==> config.mk <==
export PLATFORM = sky130hd
export DESIGN_NAME = ntc_adc_to_temperature_core
export DESIGN_NICKNAME = d
export VERILOG_FILES = /design/src/rtl/ntc_pkg.sv /design/src/rtl/ntc_adc_to_temperature_core.sv
export SDC_FILE = /design/constraint.sdc
export NUM_CORES = 2
export LEC_CHECK = 0
export ABC_AREA = 1
export BUFFER_PORTS_ARGS = -buffer_cell sky130_fd_sc_hd__buf_2
export CAP_MARGIN = 25
export CELL_PAD_IN_SITES_DETAIL_PLACEMENT = 1
export CELL_PAD_IN_SITES_GLOBAL_PLACEMENT = 1
export CORE_UTILIZATION = 53
export DETAILED_ROUTE_END_ITERATION = 8
export PLACE_DENSITY_LB_ADDON = 0.05
export SETUP_SLACK_MARGIN = 0.2
export SLEW_MARGIN = 20
export SYNTH_ARGS = -nofsm -noshare
export SYNTH_HDL_FRONTEND = slang
export SYNTH_SLANG_ARGS = --single-unit
==> constraint.sdc <==
create_clock -name clk_i -period 10.5 [get_ports clk_i]
set_input_delay 1.05 -clock clk_i [delete_from_list [all_inputs] [get_ports clk_i]]
set_output_delay 1.05 -clock clk_i [all_outputs]
set_load 0.01 [all_outputs]
==> src/rtl/ntc_pkg.sv <==
// ----------------------------------------------------------------------------
// NTC thermistor to temperature: shared constants
// Conversion constants and the resistance/temperature curve.
// ----------------------------------------------------------------------------
package ntc_pkg;

  localparam int unsigned AdcBitsDef   = 10;
  localparam int unsigned TableEntries = 14;
  localparam int unsigned SegCount     = TableEntries - 1;
  localparam int unsigned SegW         = $clog2(SegCount);

  localparam int unsigned VrefMv     = 3300;
  localparam int unsigned PullupOhms = 100000;
  localparam int unsigned OorTemp    = 50;

  // mv stays below VrefMv
  localparam int unsigned MvW  = 12;
  localparam int unsigned PuW  = 17;
  localparam int unsigned NumW = MvW + PuW;
  localparam int unsigned ResW = 18;
  localparam int unsigned DegW = 7;
  localparam int unsigned DtW  = 4;
  localparam int unsigned ProdW = ResW + DtW;

  typedef logic [ResW-1:0] ohms_t;
  typedef logic [DegW-1:0] deg_t;

  localparam ohms_t CurveOhms [TableEntries] = '{
    18'd166500, 18'd128475, 18'd99500, 18'd75530, 18'd46050, 18'd31070,
    18'd20800,  18'd14490,  18'd10000, 18'd7160,  18'd5220,  18'd3860,
    18'd3316,   18'd2873
  };

  localparam deg_t CurveDeg [TableEntries] = '{
    7'd15, 7'd20, 7'd25, 7'd30, 7'd40, 7'd50, 7'd60,
    7'd70, 7'd80, 7'd90, 7'd100, 7'd110, 7'd120, 7'd125
  };

endpackage

==> src/rtl/ntc_adc_to_temperature_core.sv <==
// ----------------------------------------------------------------------------
// NTC thermistor ADC word to temperature
// Each taken word is registered through every stage below before its result strobe.
// Throughput: one word per cycle; set by the two bit-per-stage dividers.
// busy is never raised; the receiver cannot stall the pipeline.
// Reset clears all stage valid bits; no word in flight survives reset.
// ----------------------------------------------------------------------------
module ntc_adc_to_temperature_core
  import ntc_pkg::*;
#(
  parameter int unsigned ADC_BITS = AdcBitsDef
) (
  input  logic                clk_i,
  input  logic                rst_ni,
  input  logic                start,
  output logic                busy,
  input  logic [ADC_BITS-1:0] adc_sample_i,
  output logic                valid_o,
  output logic [DegW-1:0]     temperature_c_o,
  output logic                out_of_range_o
);

  localparam int unsigned MulW = ADC_BITS + MvW;
  localparam int unsigned Lat  = NumW + DtW + 6;

  assign busy = 1'b0;

  // stage 1: millivolts
  logic           v1_q;
  logic [MvW-1:0] mv_q;
  logic [MulW-1:0] mv_mul;
  assign mv_mul = MulW'(adc_sample_i) * MulW'(VrefMv);

  always_ff @(posedge clk_i or negedge rst_ni) begin
    if (!rst_ni) v1_q <= 1'b0;
    else         v1_q <= start & ~busy;
  end
  always_ff @(posedge clk_i) begin
    mv_q <= MvW'(mv_mul >> ADC_BITS);
  end

  // stage 2: dividend and divisor
  logic            v2_q;
  logic [NumW-1:0] num_q;
  logic [MvW-1:0]  den_q;
  always_ff @(posedge clk_i or negedge rst_ni) begin
    if (!rst_ni) v2_q <= 1'b0;
    else         v2_q <= v1_q;
  end
  always_ff @(posedge clk_i) begin
    num_q <= NumW'(mv_q) * NumW'(PullupOhms);
    den_q <= MvW'(VrefMv) - mv_q;
  end

  // resistance divider, one quotient bit per stage
  logic            dv_q  [NumW];
  logic [NumW-1:0] dn_q  [NumW];
  logic [MvW-1:0]  dr_q  [NumW];
  logic [MvW-1:0]  dd_q  [NumW];

  for (genvar k = 0; k < NumW; k++) begin : g_div1
    logic            v_in;
    logic [NumW-1:0] n_in;
    logic [MvW-1:0]  r_in;
    logic [MvW-1:0]  d_in;
    logic [MvW:0]    trial;
    logic            ge;
    if (k == 0) begin : g_first
      assign v_in = v2_q;
      assign n_in = num_q;
      assign r_in = '0;
      assign d_in = den_q;
    end else begin : g_next
      assign v_in = dv_q[k-1];
      assign n_in = dn_q[k-1];
      assign r_in = dr_q[k-1];
      assign d_in = dd_q[k-1];
    end
    assign trial = {r_in, n_in[NumW-1]};
    assign ge    = trial >= {1'b0, d_in};
    always_ff @(posedge clk_i or negedge rst_ni) begin
      if (!rst_ni) dv_q[k] <= 1'b0;
      else         dv_q[k] <= v_in;
    end
    always_ff @(posedge clk_i) begin
      dn_q[k] <= {n_in[NumW-2:0], ge};
      dr_q[k] <= ge ? MvW'(trial - {1'b0, d_in}) : trial[MvW-1:0];
      dd_q[k] <= d_in;
    end
  end

  logic [NumW-1:0] res;
  assign res = dn_q[NumW-1];

  // segment search
  logic            vs_q;
  logic            oor_s_q;
  logic [SegW-1:0] seg_q;
  logic [ResW-1:0] res_s_q;
  logic            hit_any;
  logic [SegW-1:0] hit_idx;

  always_comb begin
    hit_any = 1'b0;
    hit_idx = '0;
    for (int i = SegCount - 1; i >= 0; i--) begin
      if ((NumW'(CurveOhms[i]) > res) && (NumW'(CurveOhms[i+1]) <= res)) begin
        hit_any = 1'b1;
        hit_idx = SegW'(i);
      end
    end
  end

  always_ff @(posedge clk_i or negedge rst_ni) begin
    if (!rst_ni) vs_q <= 1'b0;
    else         vs_q <= dv_q[NumW-1];
  end
  always_ff @(posedge clk_i) begin
    oor_s_q <= ~hit_any;
    seg_q   <= hit_idx;
    res_s_q <= res[ResW-1:0];
  end

  // segment fetch
  logic            vf_q;
  logic            oor_f_q;
  logic [ResW-1:0] off_q;
  logic [ResW-1:0] span_q;
  logic [DtW-1:0]  dt_q;
  logic [DegW-1:0] t0_f_q;
  logic [DegW-1:0] t1;

  assign t1 = CurveDeg[SegW'(seg_q + 1'b1)];

  always_ff @(posedge clk_i or negedge rst_ni) begin
    if (!rst_ni) vf_q <= 1'b0;
    else         vf_q <= vs_q;
  end
  always_ff @(posedge clk_i) begin
    oor_f_q <= oor_s_q;
    off_q   <= CurveOhms[seg_q] - res_s_q;
    span_q  <= CurveOhms[seg_q] - CurveOhms[SegW'(seg_q + 1'b1)];
    dt_q    <= DtW'(t1 - CurveDeg[seg_q]);
    t0_f_q  <= CurveDeg[seg_q];
  end

  // product
  logic             vm_q;
  logic             oor_m_q;
  logic [ProdW-1:0] prod_q;
  logic [ResW-1:0]  span_m_q;
  logic [DegW-1:0]  t0_m_q;

  always_ff @(posedge clk_i or negedge rst_ni) begin
    if (!rst_ni) vm_q <= 1'b0;
    else         vm_q <= vf_q;
  end
  always_ff @(posedge clk_i) begin
    oor_m_q  <= oor_f_q;
    prod_q   <= ProdW'(off_q) * ProdW'(dt_q);
    span_m_q <= span_q;
    t0_m_q   <= t0_f_q;
  end

  // interpolation divider, quotient below 16
  logic            iv_q  [DtW];
  logic            io_q  [DtW];
  logic [DtW-1:0]  iq_q  [DtW];
  logic [ResW-1:0] ir_q  [DtW];
  logic [ResW-1:0] id_q  [DtW];
  logic [DegW-1:0] it_q  [DtW];

  for (genvar k = 0; k < DtW; k++) begin : g_div2
    logic            v_in;
    logic            o_in;
    logic [DtW-1:0]  q_in;
    logic [ResW-1:0] r_in;
    logic [ResW-1:0] d_in;
    logic [DegW-1:0] t_in;
    logic [ResW:0]   trial;
    logic            ge;
    if (k == 0) begin : g_first
      assign v_in = vm_q;
      assign o_in = oor_m_q;
      assign q_in = prod_q[DtW-1:0];
      assign r_in = prod_q[ProdW-1:DtW];
      assign d_in = span_m_q;
      assign t_in = t0_m_q;
    end else begin : g_next
      assign v_in = iv_q[k-1];
      assign o_in = io_q[k-1];
      assign q_in = iq_q[k-1];
      assign r_in = ir_q[k-1];
      assign d_in = id_q[k-1];
      assign t_in = it_q[k-1];
    end
    assign trial = {r_in, q_in[DtW-1]};
    assign ge    = trial >= {1'b0, d_in};
    always_ff @(posedge clk_i or negedge rst_ni) begin
      if (!rst_ni) iv_q[k] <= 1'b0;
      else         iv_q[k] <= v_in;
    end
    always_ff @(posedge clk_i) begin
      io_q[k] <= o_in;
      iq_q[k] <= {q_in[DtW-2:0], ge};
      ir_q[k] <= ge ? ResW'(trial - {1'b0, d_in}) : trial[ResW-1:0];
      id_q[k] <= d_in;
      it_q[k] <= t_in;
    end
  end

  // output register
  logic            valid_q;
  logic [DegW-1:0] temp_q;
  logic            oor_q;

  always_ff @(posedge clk_i or negedge rst_ni) begin
    if (!rst_ni) valid_q <= 1'b0;
    else         valid_q <= iv_q[DtW-1];
  end
  always_ff @(posedge clk_i) begin
    oor_q  <= io_q[DtW-1];
    temp_q <= io_q[DtW-1] ? DegW'(OorTemp)
                          : DegW'(it_q[DtW-1] + DegW'(iq_q[DtW-1]));
  end

  assign valid_o         = valid_q;
  assign temperature_c_o = temp_q;
  assign out_of_range_o  = oor_q;

  a_word_out: assert property (@(posedge clk_i) disable iff (!rst_ni)
    start |-> ##Lat valid_o) else $error("accepted word lost");

  a_no_extra: assert property (@(posedge clk_i) disable iff (!rst_ni)
    !start |-> ##Lat !valid_o) else $error("spurious result strobe");

  a_oor_temp: assert property (@(posedge clk_i) disable iff (!rst_ni)
    (valid_o && out_of_range_o) |-> (temperature_c_o == DegW'(OorTemp)))
    else $error("out of range word without default temperature");

endmodule

* After elaboration in Yosys (flattened, before gate mapping)
Memory sizes are Yosys's and may differ from the RTL's.
Index checks and enable logic that the tools add are counted.
** Storage, ports and cells
- Memories kept :: 12
- Latch bits :: 0
- Word-level logic and storage cells :: 259
- ROM bits :: 800
- Memory bits (writable) :: 1729
- Bits of input ports :: 13
- Register bits :: 214
- Output and inout port bits :: 10
** Operators by class
- $mul :: 3
- $add $sub $neg :: 39
- Equality and inequality tests :: 0
- Bitwise operators :: 3
- Div/mod/pow operators :: 0
- Order comparisons :: 61
- Mux-type cells :: 66
- Reduce and logical (&&, ||, !) cells :: 16
- Shift operators :: 0
** Memory list
- dn_q :: depth 29, width 29, read ports 29, clocked after memory_dff 0, write ports 29, RTL line ntc_adc_to_temperature_core.sv:57 : logic [NumW-1:0] dn_q [NumW];
- dd_q :: depth 29, width 12, read ports 28, clocked after memory_dff 0, write ports 29, RTL line ntc_adc_to_temperature_core.sv:59 : logic [MvW-1:0] dd_q [NumW];
- dr_q :: depth 29, width 12, read ports 28, clocked after memory_dff 0, write ports 29, RTL line ntc_adc_to_temperature_core.sv:58 : logic [MvW-1:0] dr_q [NumW];
- (no name shown) :: depth 16, width 18, read ports 1, clocked after memory_dff 0, write ports 0, RTL line ntc_adc_to_temperature_core.sv:141 : off_q <= CurveOhms[seg_q] - res_s_q;
- (no name shown) :: depth 16, width 18, read ports 1, clocked after memory_dff 0, write ports 0, RTL line ntc_adc_to_temperature_core.sv:142 : span_q <= CurveOhms[seg_q] - CurveOhms[SegW'(seg_q + 1'b1)];
- (no name shown) :: depth 16, width 7, read ports 1, clocked after memory_dff 0, write ports 0, RTL line ntc_adc_to_temperature_core.sv:144 : t0_f_q <= CurveDeg[seg_q];
- 6 more memories
** Operators with widths (count)
- 13-bit by 12-bit greater-or-equal comparator with 1-bit output :: 28
- 12-bit 2-to-1 mux :: 29
- 12-bit subtractor :: 28
- 18-bit 2-to-1 mux :: 8
- 18-bit subtractor :: 6
- 17-bit by 29-bit greater-than comparator with 1-bit output, first input constant :: 3
- 12-bit by 29-bit less-or-equal comparator with 1-bit output, first input constant :: 3
- 17-bit by 29-bit less-or-equal comparator with 1-bit output, first input constant :: 3
- 19-bit by 18-bit greater-or-equal comparator with 1-bit output :: 4
- 12-bit by 29-bit greater-than comparator with 1-bit output, first input constant :: 2
- 13-bit by 29-bit greater-than comparator with 1-bit output, first input constant :: 2
- 14-bit by 29-bit greater-than comparator with 1-bit output, first input constant :: 2
- 15-bit by 29-bit greater-than comparator with 1-bit output, first input constant :: 2
- 13-bit by 29-bit less-or-equal comparator with 1-bit output, first input constant :: 2
- 14-bit by 29-bit less-or-equal comparator with 1-bit output, first input constant :: 2
- 15-bit by 29-bit less-or-equal comparator with 1-bit output, first input constant :: 2
- 16-bit by 29-bit greater-than comparator with 1-bit output, first input constant :: 1
- 18-bit by 29-bit greater-than comparator with 1-bit output, first input constant :: 1
- 16-bit by 29-bit less-or-equal comparator with 1-bit output, first input constant :: 1
- 4-bit 2-to-1 mux :: 7
- 12-bit by 12-bit multiplier with 24-bit output, second input constant :: 1
- 18-bit by 4-bit multiplier with 22-bit output :: 1
- 10-bit by 10-bit multiplier with 20-bit output, second input constant :: 1
- 1-bit 2-to-1 mux :: 14
- 16 further kinds :: 35

* Depth between registers and ports, before layout
An unclocked memory read counts as a cell.
- Depth after elaboration :: 17
- Gate-level depth with buffers :: 20

* Worst setup path before layout
OpenSTA, ideal clock, no wires.
- Kind :: input to register
- Start point :: input adc_sample_i[0]
- End point :: register mv_q[8]
- Library setup time :: 120 ps
- Buffers on the path :: 0
- Data required time :: 10380 ps
- Cell stages on the path :: 19
- Arrival :: 4653 ps
- Setup slack :: 5727 ps
- Cells stage by stage :: ha_1 -> ha_1 -> inv_1 -> fa_1 -> inv_1 -> fa_1 -> inv_1 -> fa_1 -> inv_1 -> ha_1 -> a21o_1 -> nor2_1 -> nand2_1 -> nand2_1 -> nand2_1 -> a21boi_0 -> o21ai_0 -> nand2_1 -> nand2_1
** On the way
- Word-level cells in the longest chain between the ends :: 1
** Ends and longest elaborated chain
- start, declared :: RTL line ntc_adc_to_temperature_core.sv:17 : input logic [ADC_BITS-1:0] adc_sample_i,
- 10-bit by 10-bit multiplier with 20-bit output :: RTL line ntc_adc_to_temperature_core.sv:32 : assign mv_mul = MulW'(adc_sample_i) * MulW'(VrefMv);
- named net mv_mul[18] :: RTL line ntc_adc_to_temperature_core.sv:31 : logic [MulW-1:0] mv_mul;
- end signal, assigned :: RTL line ntc_adc_to_temperature_core.sv:39 : mv_q <= MvW'(mv_mul >> ADC_BITS);
- end, declared :: RTL line ntc_adc_to_temperature_core.sv:30 : logic [MvW-1:0] mv_q;
The timed path passes the listed nets, and every way through them passes these cells.
A chain may end at the register's enable or synchronous reset.

* Worst setup path after layout
- Start point :: register mv_q[2]
- End point :: register num_q[22] (netlist: g_div1[0].n_in[22])
** On the way
- Word-level cells in the longest chain between the ends :: 1
** Ends and longest elaborated chain
- 12-bit by 12-bit multiplier with 24-bit output :: RTL line ntc_adc_to_temperature_core.sv:51 : num_q <= NumW'(mv_q) * NumW'(PullupOhms);
- end signal, assigned :: RTL line ntc_adc_to_temperature_core.sv:51
- end, declared :: RTL line ntc_adc_to_temperature_core.sv:44 : logic [NumW-1:0] num_q;
No other way between the ends.

==> results.md <==
- Yosys Warn Count: 0
- CTS tree: built
- Io pins: 23
- Post-CTS setup buffer count: 0
- CP peak stage delay: about 0.55 ns
- Area Growth Syn to Fin: 11.27%
- I/O Buffers: 21
- Outcome: complete, but fails checks
- Syn Inst Count: 7986
- Clock Path Buffers: 3
- Clock skew after layout: 0.04919 ns
- Reg clk slew, reported paths: roughly 0.07 ns
- CP max-delay cell: fa_1
- Top area cells in the synthesized netlist: dfxtp_1, ha_1, inv_1
- # Max-Cap Violations: 0
- Pre-CTS WS: 5.234 ns
- Hold Violations, Final: 0
- Setup violators final: 0
- Hold_buf cts: 0
- Period utilisation layout: roughly 45%
- Global route overflow: 0
- Slew HR: 32.00%
- H-tree levels: 4
- WP data required: between 10 and 15 ns
- DIE WIDTH: about 370 um
- Failing checks: DRC
- Via count: just over 50k
- Fin crit period: 4.719 ns
- Mapped cell area: a little over 0.07 sq mm
- Final WL: roughly 180 mm
- Chip height: roughly 370 um
- Top-area cell type share of the netlist area: about 47%
- Fraction of layout cells with a size suffix above 1: under 10%
- Clock tree sinks: approximately 1.7k
- Slew Viols, Final: 0
- All-Layer GR Usage: between 20% and 30%
- Iter 0 DRT Violations: approximately 2.2k
- Post-Syn Nets: 8757
- Crit path launch type: flop
- Setup slack after layout: 5.781 ns
- DRT antenna net count: 0
- First-pass GRT wire length: 292.3 mm
- Remaining DRCs: 2
- Diode count: 0
- Crit Path Class: reg2reg
- Maximum fanout along the worst path: 9
- Crit. End Element: flop
- Maximum number of pins on one net before global-route repair: 40
- Die area: 0.1362 sq mm
- Worst path cell trace: inv_1 > ha_1 > ha_1 > xor2_1 > inv_1 > ha_1 > a31o_2 > inv_1 > fa_1 > fa_1 > inv_1 > ha_1 > a21oi_1 > o21ai_0 > a21o_1 > a21oi_1 > o21ai_0 > xor2_1
- RSZ-0062 raised after global routing: no
- Avg Inst Size Synth: 8.939 sq um
- Latest clock arrival within the worst-skew pair: about 0.83 ns
- Synth area leader: dfxtp_1
- Count of cell types in the netlist: about 60
- Nets: about 9k
- Final Hold Slack: 0.2905 ns
- Layout filler cell count: between 15k and 20k
- Worst Path Arrival: approximately 5.4 ns
- Final Wtd Congestion: 0.9097
- Worst-margin pin slew: around 1.0 ns
- Core Rows: 134
- Min-Delay Path Class: reg2reg
- CTS root buf: clkbuf_16
- CTS buffer count: about 170
- Vias/cell: 5.138
- Resized cells post-CTS: 0
- Core box area: around 0.13 sq mm
- Asr flop ratio synth: about 2.3%
- Post-synthesis sequential area ratio: ~50%
- Initial Util: a little over half
- Yosys reg bits: 1729
- Drt pass-1 iters: 7
- Max Freq: approximately 210 MHz
- Initial antenna violation count: 2
- Final setup TNS: 0 ns
- Number of synthesized flops with an enable pin: 0
- HPWL after DPL: 132.2 mm
- Vias in the first global route: between 50k and 60k
- Ys flop type: dfxtp_1
- Wire length per cell: 17.97 um
==> Yosys cell counts, drive strengths merged, types with 46 or more instances <==
library cell  instances
a21oi               408
nand3               268
nor3                 58
nor2                475
inv                1490
xnor2               145
nand4               150
ha                  645
o21ai               469
buf                  77
dfxtp              1690
a31oi                57
fa                  113
xor2                239
a21o                 46
o21bai               58
nand2              1355
==> final cells by class <==
class                      count  area (sq um)  share of cell area, %
clock buffer                 238          4922                  6.197
clock inverter                78          1295                  1.630
inverter                    1490          5593                  7.041
multi-input combinational   4675         30480                  38.38
sequential                  1729         34810                  43.82
tap                         1768          2212                  2.785
timing repair buffer          22         116.4                 0.1465
==> critical path, delay by kind of cell (launching register included) <==
kind,cells,cell delay [ns]
compound gates,6,1.21
xor+xnor,2,0.35
fa+ha+maj,6,2.22
buf+inv,4,0.26
flops,1,0.54
==> path summary, 6_finish.rpt <==
check	start	end	slack [ns]	depth (start not counted)
max	mv_q[2]$_DFF_P_	g_div1[0].n_in[22]$_DFF_P_	5.78	18
min reg2reg	io_q[0]$_DFF_P_	io_q[1]$_DFF_P_	0.29	0
max in group asynchronous	rst_ni	g_div1[26].v_in$_DFF_PN0_	9.63	1
min	io_q[0]$_DFF_P_	io_q[1]$_DFF_P_	0.29	0
min in group asynchronous	rst_ni	g_div1[3].v_in$_DFF_PN0_	0.34	1
max reg2reg	mv_q[2]$_DFF_P_	g_div1[0].n_in[22]$_DFF_P_	5.78	18
==> cells in the final DEF, fill, tap and decap left out, drive strengths merged, types with 22 or more instances in the layout <==
cell type,instances
clkinv,42
dfxtp,1690
a21boi,37
nand4,150
buf,22
o21bai,58
nor3,58
a21oi,408
ha,645
a221oi,22
nand3b,23
dfrtp,39
or2,31
xnor2,145
o21ai,469
a21o,46
nand3,268
a31oi,57
nor2,475
nand2,1355
xor2,239
clkbuf,238
inv,1496
fa,113
==> kinds of logic after synthesis <==
group	synth area share, %
fa+ha+maj	14.47
xor+xnor	4.711
compound gates	9.268
other cells	0.005253
simple gates	14.24
flops	48.76
buf+inv	8.546
==> metal layers <==
layer	GRT usage [%]	up-vias	part of all wire (%)
met5	0	-	0
met4	9.488	0	3.2
met3	3.385	339	2.6
met2	49.69	666	52
met1	30.83	24819	42
li1	-	25554	-
==> through the flow <==
| step | cell area (sq um) | utilization, % | cells |
|---|---|---|---|
| 2_1_floorplan | 71390 | - | 7986 |
| 3_3_place_gp | 73200 | 54.78 | 9683 |
| 3_5_place_dp | 73200 | 54.78 | 9683 |
| 4_1_cts | 79420 | 59.43 | 9999 |
| 5_1_grt | 79430 | 59.44 | 10000 |
| 6_report | 79430 | 59.44 | 10000 |
==> registers in the layout (all words and copies together) (netlist names), 22 cells and up <==
register,flops
dd_q,336
dn_q,688
dr_q,336
g_div1.n_in,23
g_div1.v_in,29
id_q,54
ir_q,54
it_q,28
prod_q,22
Power is left out: the tool's default activity adds up to more than one toggle a clock period on the data nets, which glitch-free logic cannot reach.
